## src/rtl/bmpt_pkg.sv

```systemverilog
// Shared constants, types and state encoding for the binomial mod-prime table engine.
// No dependencies; compiled first.
`timescale 1ns / 1ps

package bmpt_pkg;

  localparam int unsigned VALUE_W  = 30;
  localparam int unsigned N_W      = 12;
  localparam int unsigned R_W      = 13;
  localparam int unsigned EXP_BITS = 30;
  localparam int unsigned BIT_W    = 5;

  localparam int unsigned DEF_TABLE_SIZE = 4096;

  localparam logic [VALUE_W-1:0] PRIME_MOD = 30'd998244353;
  // Fermat inverse exponent, p - 2
  localparam logic [VALUE_W-1:0] INV_EXP   = 30'd998244351;

  // Barrett factor floor(2^60 / p), fits in 31 bits
  localparam logic [63:0] BarrettMu64 = (64'd1 << 60) / 64'd998244353;
  localparam logic [30:0] BARRETT_MU  = BarrettMu64[30:0];

  localparam logic MODE_BUILD = 1'b0;
  localparam logic MODE_QUERY = 1'b1;

  localparam logic STATUS_OK        = 1'b0;
  localparam logic STATUS_NOT_BUILT = 1'b1;

  typedef enum logic [3:0] {
    ST_IDLE,
    ST_FACT_ISSUE,
    ST_FACT_WAIT,
    ST_POW_MUL,
    ST_POW_MUL_WAIT,
    ST_POW_SQR,
    ST_POW_SQR_WAIT,
    ST_INV_ISSUE,
    ST_INV_WAIT,
    ST_Q_READ2,
    ST_Q_WAIT1,
    ST_Q_MUL2,
    ST_Q_WAIT2,
    ST_FINISH
  } state_e;

  typedef struct packed {
    logic               start;
    logic [VALUE_W-1:0] a;
    logic [VALUE_W-1:0] b;
  } mm_req_t;

  typedef struct packed {
    logic               done;
    logic [VALUE_W-1:0] res;
  } mm_rsp_t;

endpackage

```

## src/rtl/bmpt_modmul.sv

```systemverilog
// Four-stage pipelined multiplier modulo 998244353 using Barrett reduction.
// Depends on bmpt_pkg.
`timescale 1ns / 1ps

module bmpt_modmul (
  input  logic              clk_i,
  input  logic              rst_ni,
  input  bmpt_pkg::mm_req_t req_i,
  output bmpt_pkg::mm_rsp_t rsp_o
);

  localparam logic [31:0] P1 = 32'(bmpt_pkg::PRIME_MOD);
  localparam logic [31:0] P2 = 32'(bmpt_pkg::PRIME_MOD) << 1;

  logic [3:0]  vld_q;
  logic [59:0] prod_d, prod_q;
  logic [61:0] q2_d, q2_q;
  logic [60:0] qp_full;
  logic [31:0] x2_q, x3_q, qp_q;
  logic [31:0] diff, corr;
  logic [bmpt_pkg::VALUE_W-1:0] res_q;

  assign prod_d  = req_i.a * req_i.b;
  // q1 = x >> 29, q3 = (q1 * mu) >> 31; remainder estimate is within 3p
  assign q2_d    = prod_q[59:29] * bmpt_pkg::BARRETT_MU;
  assign qp_full = q2_q[61:31] * bmpt_pkg::PRIME_MOD;
  assign diff    = x3_q - qp_q;
  assign corr    = (diff >= P2) ? (diff - P2) :
                   (diff >= P1) ? (diff - P1) : diff;

  always_ff @(posedge clk_i or negedge rst_ni) begin
    if (!rst_ni) begin
      vld_q <= '0;
    end else begin
      vld_q <= {vld_q[2:0], req_i.start};
    end
  end

  always_ff @(posedge clk_i) begin
    prod_q <= prod_d;
    q2_q   <= q2_d;
    x2_q   <= prod_q[31:0];
    x3_q   <= x2_q;
    qp_q   <= qp_full[31:0];
    res_q  <= corr[29:0];
  end

  assign rsp_o.done = vld_q[3];
  assign rsp_o.res  = res_q;

  a_res_reduced: assert property (@(posedge clk_i) disable iff (!rst_ni)
    rsp_o.done |-> (rsp_o.res < bmpt_pkg::PRIME_MOD))
    else $error("modmul result not reduced");

  a_done_follows_start: assert property (@(posedge clk_i) disable iff (!rst_ni)
    req_i.start |-> ##4 rsp_o.done)
    else $error("modmul result missing four cycles after start");

  a_done_has_start: assert property (@(posedge clk_i) disable iff (!rst_ni)
    rsp_o.done |-> $past(req_i.start, 4))
    else $error("modmul result without a start");

endmodule

```

## config.mk

```make
export PLATFORM = sky130hd
export DESIGN_NAME = bmpt_modmul
export DESIGN_NICKNAME = d
export VERILOG_FILES = /design/src/rtl/bmpt_pkg.sv /design/src/rtl/bmpt_modmul.sv
export SDC_FILE = /design/constraint.sdc
export NUM_CORES = 2
export LEC_CHECK = 0
export BUFFER_PORTS_ARGS = -buffer_cell sky130_fd_sc_hd__clkbuf_2
export CAP_MARGIN = 15
export CORE_UTILIZATION = 30
export CTS_CLUSTER_DIAMETER = 50
export DETAILED_ROUTE_END_ITERATION = 8
export GPL_ROUTABILITY_DRIVEN = 0
export PLACE_DENSITY_LB_ADDON = 0.15
export SLEW_MARGIN = 40
export SYNTH_ARGS = -nofsm -noshare
export SYNTH_HDL_FRONTEND = slang
export SYNTH_SLANG_ARGS = --single-unit
```

## constraint.sdc

```tcl
create_clock -name clk_i -period 8.67 [get_ports clk_i]
set_clock_uncertainty 0.2 [all_clocks]
set_input_delay 2.601 -clock clk_i [delete_from_list [all_inputs] [get_ports clk_i]]
set_output_delay 2.601 -clock clk_i [all_outputs]
set_load 0.005 [all_outputs]
```

==> results.toml <==
[cts]
cts_root_buf = "clkbuf_16"
numCtsBuffers = 30
cts.sinks = 221
cts_hold_buf = 0
tritoncts = "built"
cts_max_path_buffers = 3
h-tree-depth = 1
cts.clk_slew.worst_paths_ps = 60
clk_latency_ps = 590

[final_layout]
drive_gt1_frac = 0.145
final_nets = 7459
seq_area_mm2 = 0.00445
multiInputGateArea_mm2 = 0.0412
fin_cells = 7848
areaGrowthSynthToFinish_pct = 17.9
fillers = 17044

[floorplanning]
std_cell_rows = 149
initial_utilization = 0.304
die_y_um = 411
coreArea_mm2 = 0.166
pin_count = 94
die_area_mm2 = 0.169
die_w_um = 411

[worst_setup_path]
crit_family = "adder cells"
crit_fanout = 4
worstPathArrival_ps = 9870
critical_path_required_ps = 8950
crit_buf_inv = 7
start_kind = "input pin"
cpMaxStageDelayCell = "fa_1"
worstSetupPathType = "input pin to register"
cp_common_cell = "fa_1"
end_kind = "register"
crit_path_max_incr_delay_ps = 620

[timing]
max_freq_ghz = 0.104
hold_viol = 0
finalMaxSlewViolations = 0
worst_slack_ps = -924
tightest_slew_ps = 760
post-route-min-period_ps = 9590
slew-limit-headroom = 0.480
setup_viol = 34
min_period_over_period = 1.11
rsz0062_at_grt = "true"

[outcome]
failed_checks = "setup timing"
status = "finished, violations left"

[synthesis]
async_flop_share = 0.0181
synth_common_cells = "1277 x inv_1, 1048 x fa_1, 715 x ha_1"
synth_top_area_cell = "fa_1"
synth_seq_cells = 221
netlist_area_mm2 = 0.0503
synth.most_common_cell = "inv_1"
dominantRegCellSynth = "dfxtp_1"
synthesis.nets = 7074
synth.distinct_cells = 76
netlist_top_cells_area = "fa_1 42%, ha_1 18%, inv_1 9.5%"
yosysWarnings = 0
netlist_instances = 5248
synth.top_cell.area_share = 0.417
postSynthAreaPerCell_um2 = 9.58
ys_seq_area_frac = 0.0884
synth_edf_count = 0

[global_route]
grt_pass1_vias = 38733
grt_pass1_wl_um = 222000
antenna_found_initial = 3
grt_max_degree = 20
grt_use_total = 0.169
grt_overflow = 0

[route]
viasPerCell = 4.45
vias = 34924
drc = 0
antenna_left = 0
drt-total-wl_um = 139000
avgRoutedWirePerCell_um = 17.7
drt-initial-drc-count = 1271
drtPass1Iterations = 5

[flow_run]
max-cap-violations = 0

[place]
place_inst = 7737
dp_slack_ps = -1880
hpwlAfterDp_um = 122000
port_buffers = 93

[hold_path]
hp-class = "register to register"
## what timing repair did
item                                    CTS  global route
endpoints found under the setup margin   35            46
hold endpoints to repair                  0             0
buffers inserted                         38            19
gates resized for setup                 188            54
pin swaps                               135            59
cloned                                    1             2
## path summary, 6_finish.rpt
path	start	endpoint	slack, ps	cells after the start
worst max-delay path	req_i[42]	prod_q[58]	-920	30
worst min-delay path	q2_q[47]	qp_q[16]	120	0
worst max register to register	prod_q[40]	q2_q[60]	510	30
worst min register to register	q2_q[47]	qp_q[16]	120	0
max in group asynchronous	rst_ni	vld_q[0]	6540	1
min in group asynchronous	rst_ni	vld_q[3]	1610	1
## metrics by stage
step / area (um^2) / util / hold slack, ps / TNS [ps]
2_1_floorplan: 50900 / - / 110 / -14010
3_3_place_gp: 56600 / 0.342 / 112 / -48660
3_5_place_dp: 56600 / 0.342 / 112 / -50800
4_1_cts: 58900 / 0.356 / 123 / -17370
5_1_grt: 59300 / 0.358 / 130 / -26800
6_report: 59300 / 0.358 / 123 / -19450
## per-layer routing
metal / GRT usage / up-vias / wire [um]
met5: 0 / - / 22
met4: 0.0316 / 4 / 2680
met3: 0.0156 / 124 / 5050
met2: 0.279 / 512 / 63900
met1: 0.240 / 17737 / 67100
li1: - / 16547 / -
## flip-flops by register name, summed over array words and instances, names as in the netlist
register	cells
prod_q	60
q2_q	31
qp_q	32
res_q	30
vld_q	4
x2_q	32
x3_q	32
## kinds of logic after synthesis
logic type / Yosys count / synth area share
flip-flops: 221 / 0.0884
AND/OR/NAND/NOR: 1216 / 0.124
multiplexers: 5 / 0.00127
buffers and inverters: 1484 / 0.111
AO/OA/AOI/OAI: 403 / 0.0522
XOR/XNOR: 156 / 0.0273
adder cells (fa/ha/maj): 1763 / 0.595
## final cells by class
class,instances,share of cell area
inverter,1277,0.0809
multi-input combinational,3543,0.696
sequential,221,0.0750
timing repair buffer,560,0.0831
clock inverter,20,0.00523
antenna,2,0.0000844
tap,2189,0.0462
clock buffer,36,0.0137
## layout by cell type (no fill, tap or decap), drive strengths merged, types with 15 or more instances in the layout
master,Yosys,layout
o211ai,20,20
a31oi,18,18
nor3,37,37
a21o,78,78
o21a,17,17
nand2,449,449
clkbuf,204,126
nand4,15,15
nor2b,19,19
nand3,32,32
nor2,81,81
fa,1048,1048
ha,715,715
xnor2,110,110
dfxtp,217,217
nand2b,16,16
a211oi,17,17
a21oi,126,126
buf,3,469
xor2,46,46
inv,1277,1282
o21ai,64,64
and2,522,522
Power is left out: the tool's default activity adds up to more than one toggle a clock period on the data nets, which glitch-free logic cannot reach.
